==> src/sv/rcpb_div_pipe.sv <==
`default_nettype none
// Restoring divider, one quotient bit per register stage, dividend < divisor.
module rcpb_div_pipe #(
  parameter int MW = 33,
  parameter int QB = 16
) (
  input  wire logic          clk,
  input  wire logic          en,
  input  wire logic [MW-1:0] dividend,
  input  wire logic [MW-1:0] divisor,
  output logic      [QB-1:0] quotient
);

  logic [MW-1:0] rem_r [QB];
  logic [MW-1:0] dvs_r [QB];
  logic [QB-1:0] quo_r [QB];
  logic [MW:0]   step_s [QB];

  // One restoring step: shift the remainder, subtract the divisor where it fits
  function automatic logic [MW:0] div_step(logic [MW-1:0] rem, logic [MW-1:0] dvs);
    logic [MW:0] shifted;
    logic [MW:0] trial;
    shifted = {rem, 1'b0};
    trial   = shifted - {1'b0, dvs};
    if (shifted >= {1'b0, dvs}) return {1'b1, trial[MW-1:0]};
    return {1'b0, shifted[MW-1:0]};
  endfunction

  always_comb begin
    step_s[0] = div_step(dividend, divisor);
    for (int i = 1; i < QB; i++) step_s[i] = div_step(rem_r[i-1], dvs_r[i-1]);
  end

  // Advance one quotient bit per stage
  always_ff @(posedge clk) begin
    if (en) begin
      rem_r[0] <= step_s[0][MW-1:0];
      dvs_r[0] <= divisor;
      quo_r[0] <= {{(QB-1){1'b0}}, step_s[0][MW]};
      for (int i = 1; i < QB; i++) begin
        rem_r[i] <= step_s[i][MW-1:0];
        dvs_r[i] <= dvs_r[i-1];
        quo_r[i] <= {quo_r[i-1][QB-2:0], step_s[i][MW]};
      end
    end
  end

  assign quotient = quo_r[QB-1];

endmodule
`default_nettype wire

==> config.mk <==
export PLATFORM = sky130hd
export DESIGN_NAME = rcpb_div_pipe
export DESIGN_NICKNAME = d
export VERILOG_FILES = /design/src/sv/rcpb_div_pipe.sv
export SDC_FILE = /design/constraint.sdc
export NUM_CORES = 2
export LEC_CHECK = 0
export BUFFER_PORTS_ARGS = -buffer_cell sky130_fd_sc_hd__buf_2
export CAP_MARGIN = 0
export CORE_MARGIN = 2
export CORE_UTILIZATION = 28
export CTS_CLUSTER_DIAMETER = 150
export CTS_CLUSTER_SIZE = 10
export DETAILED_ROUTE_END_ITERATION = 10
export GPL_ROUTABILITY_DRIVEN = 1
export RECOVER_POWER = 50
export REMOVE_ABC_BUFFERS = 1
export SYNTH_ARGS = -nofsm -noshare
export SYNTH_HDL_FRONTEND = slang
export SYNTH_SLANG_ARGS = --single-unit
==> constraint.sdc <==
create_clock -name clk -period 4.07 [get_ports clk]
set_clock_uncertainty 0.05 [all_clocks]
set_input_delay 0 -clock clk [delete_from_list [all_inputs] [get_ports clk]]
set_output_delay 0 -clock clk [all_outputs]
set_load 0.005 [all_outputs]
# Yosys cells after proc, flatten, opt, wreduce, memory -nomap -nowiden
# Memories as Yosys holds them, arrays and structs flattened.
# Index checks and enable logic that the tools add are counted.
# word_totals
ramBits	1312
word_cells	85
ff_bits	0
input_bits	68
memories	3
# mem_list
name	words	width	rd	rd_clocked_by_memory_dff	wr	line_no	rtl
dvs_r	16	33	15	0	16	15	logic [MW-1:0] dvs_r [QB];
rem_r	16	33	15	0	16	14	logic [MW-1:0] rem_r [QB];
quo_r	16	16	16	0	16	16	logic [QB-1:0] quo_r [QB];
# classes
mux	50
n_addsub	16
magnitude_cmp	16
# ops
op	count
$mux 34	32
$ge 34x33->1	16
$sub 33x33->33	16
$mux 1	18

# Depth between registers and ports, before layout
# depth
ltp_word	3
mapped_depth	16
mapped_depth_nobuf	13

# Worst setup path after synthesis
# No wires, ideal clock.
# synth_path
kind	register -> register
from	memory rem_r[12][1], in the netlist rem_r[1][133]
to	memory rem_r[13][4], in the netlist rem_r[1][169] (data pin)
arrival_ns	3.257
setup_time_ns	0.260
path_buffers	2
stages_incl_launch_ff	15
period_less_slack_ns	3.567
t_required_ns	3.760
slack_ns	0.503
path_cell_list	edfxtp_1 ha_1 nor2b_4 o31a_1 o31a_1 or4_4 a21oi_2 o31a_4 a31oi_1 o211ai_2 and2_1 buf_4 inv_2 buf_6 mux2_4
# synth_lines
item	line_no
from (decl)	14

==> impl_metrics.tcl <==
set metrics [dict create \
    cts.clk_slew.worst_paths_ns 0.05 \
    crit_chain "ha_1 -> nand2_1 -> nor3_1 -> nand2_1 -> a211oi_1 -> o311ai_0 -> buf_4 -> a21oi_1 -> o32a_1 -> a41oi_1 -> xnor2_1 -> mux2_2" \
    required_ns 4.52 \
    drt_wl_total_mm 146 \
    start_kind "flop" \
    drive_gt1_share_pct 9.03 \
    cp_slowest_cell "ha_1" \
    cap_viol_max_count 3 \
    powerDensity_nw_per_um2 756 \
    post_cts_buffers 0 \
    cpMostUsedCell "nand2_1" \
    vias_per_cell 4.76 \
    drtPass1Iterations 8 \
    synth_area_sq_um 67500 \
    cts_tree "built" \
    reg2reg_depth 12 \
    ys_seq_area_share_pct 50.1 \
    row_count 180 \
    grt_pass1_vias 46851 \
    setup_ws_ns 0.178 \
    timing.critical_path.buf_inv 1 \
    post_synth.cell_area_avg_sq_um 10.9 \
    vias 45996 \
    track_usage_pct 11.7 \
    final_common_cell "edfxtp_1" \
    grt_pass1_wl_mm 236 \
    relSlewSlack_pct -46.3 \
    drv_slew 176 \
    wl_met2_mm 72.6 \
    clk_path_buf_depth 3 \
    die_area_sq_um 245000 \
    stdcell_area_sq_um 77100 \
    cp-end-kind "flop" \
    wl_per_cell_um 15.1 \
    ant_nets 0 \
    maxUsedRoutingLayer "met4" \
    final_core_util_pct 32.1 \
    dieHeight_um 495 \
    status "complete, but fails checks" \
    cts-htree-levels 4 \
    ir_drop_v 0.000583 \
    fp.coreArea_sq_um 240000 \
    post-route-min-period_ns 3.89 \
    start_util_pct 28.1 \
    area_growth_syn_to_layout_pct 14.2 \
    io_pins 84 \
    drtIter0Drc 2326 \
    seq_area_sq_um 33800 \
    fill_cells 24026 \
    final_cell_mix "edfxtp_1 (1126), inv_1 (667), a21oi_1 (573), ha_1 (527), nor2_1 (391)" \
    hold_end "rem_r[0][16]$_DFFE_PP_" \
    worstReg2RegStart "rem_r[0][144]$_DFFE_PP_" \
    yosys_warnings 0 \
    min_path_type "in -> reg" \
    arrival_ns 4.35 \
    r2r-end "rem_r[0][196]$_DFFE_PP_" \
    ys_ff_latch 1126 \
    syn_inst 6167 \
    place_ws_ns 0.109 \
    holdCritStartpoint "dividend[15]" \
    grt_antenna_before_repair 0 \
    io_buffers 83 \
    p_leak_nw 31.5 \
    synth_cell_type_count 87 \
    grt_max_degree 121 \
    max_freq_mhz 257 \
    dp_hpwl_mm 110 \
    yosys_most_used_dff "edfxtp_1" \
    die_w_um 495 \
    synth-edff-count 1126 \
    crit_path_max_fanout 8 \
    nets 7076 \
    wl_met3_mm 4.93 \
    async_flop_share_pct 0 \
    finalSetupViolCount 0 \
    cts_sinks 1126 \
    hold_violations 0 \
    place.gp.congestion 0.971 \
    post_dp_cell_area_sq_um 72300 \
    crit_path_max_incr_delay_ns 0.47 \
    drc 0 \
    multiInputGateArea_sq_um 30600 \
    hold_path_depth 4 \
    rsz0062_at_grt "no" \
    clock_latency_ns 0.77 \
    overflow 0 \
    cts-buffers-inserted 130 \
    rrSetupSlack_ns 0.18 \
    path_class "reg -> reg" \
    cpLargestDelayFamily "compound AO/OA/AOI/OAI gates" \
    drt-met1-wl_mm 60.7 \
    tightestPinTransition_ns 2.19 \
    period_share_pct 95.6 \
    violations "max-capacitance violations, max-slew violations" \
    cts_root_buf "clkbuf_16" \
]
-- Yosys cell counts (29+ instances only) --
library cell  instances  area (sq um)
and2_1               37           231
xor2_1              148          1300
inv_1               668          2510
o31ai_1              35           263
o21bai_1             77           578
nor2b_1              69           432
nand2_1             313          1170
xnor2_1             260          2280
mux2_2              209          2350
a31oi_1              58           363
o21a_1               79           593
a21o_1              290          2180
nor2_1              392          1470
nand2b_1             81           507
nor3_1               67           335
or3_1                29           181
nand4_1              66           413
o21ai_0             293          1470
ha_1                527          6590
clkbuf_1            101           379
nand3_1             123           616
o211ai_1             31           233
and3_1               64           400
a21oi_1             576          2880
edfxtp_1           1126         33800
-- final cells by class --
type	instances	share of cell area [%]
multi-input combinational	4216	39.6
clock inverter	16	0.354
tap	3185	5.17
timing repair buffer	322	3.51
inverter	670	3.26
clock buffer	130	4.22
sequential	1126	43.8
antenna	1	0.00325
-- worst max path at each step --
stage,startpoint,to,slack [ns],cells after the start
after floorplan,dvs_r[1][66]$_DFFE_PP_,rem_r[1][102]$_DFFE_PP_,-0.76,10
after global placement,dvs_r[0][235]$_DFFE_PP_,rem_r[1][4]$_DFFE_PP_,-0.02,15
after detailed placement,rem_r[0][231]$_SDFFCE_PN0P_,rem_r[1][8]$_DFFE_PP_,0.11,15
after CTS,rem_r[0][234]$_DFFE_PP_,rem_r[1][14]$_DFFE_PP_,0.06,14
after global routing,dvs_r[0][235]$_DFFE_PP_,rem_r[1][10]$_DFFE_PP_,0.004,15
final,rem_r[0][144]$_DFFE_PP_,rem_r[0][196]$_DFFE_PP_,0.18,12
-- where the power goes --
group	total [mW]	internal, mW	switching [mW]
Clock	10.3	5.78	4.51
Combinational	28.7	13.2	15.5
Sequential	19.2	17.5	1.70
-- flip-flops by register name, summed over array words and instances, names as in the netlist --
register / cells
dvs_r: 495
rem_r: 495
quo_r: 136
-- logic make-up after synthesis --
group,Yosys count,synth area share [%]
buffers and inverters,825,4.76
XOR/XNOR,408,5.29
AO/OA/AOI/OAI,1682,15.8
AND/OR/NAND/NOR,1338,9.61
flip-flops,1126,50.1
multiplexers,246,4.19
adder cells (fa/ha/maj),542,10.2
-- worst min-delay path: stages --
cell and delay [ns]:
dlygate4sd3_1 0.52, buf_2 0.12, nand2_1 0.05, o21ai_0 0.08
-- repair_timing --
action,CTS,global route
hold buffers,141,0
endpoints found under the setup margin,0,91
gates resized for setup,0,12
endpoints found under the hold margin,355,0
-- per-stage QoR --
stage / TNS, ns / power, mW / cells / hold WS [ns]
after floorplan: -52.66 / 40.5 / 6012 / 0.0489
after global placement: -0.271 / 47.2 / 9378 / 0.162
after detailed placement: 0 / 47.6 / 9378 / 0.159
after CTS: 0 / 58.5 / 9665 / 0.00353
after global routing: 0 / 62.7 / 9665 / 0.0869
final: 0 / 58.3 / 9666 / 0.0856
-- metal layers --
metal / vias up / GRT usage (%)
met1: 21450 / 13.2
met3: 375 / 1.57
met5: - / 0
met2: 1053 / 21.3
met4: 0 / 6.24
li1: 23118 / -
Power figures use the tool's default switching activity.
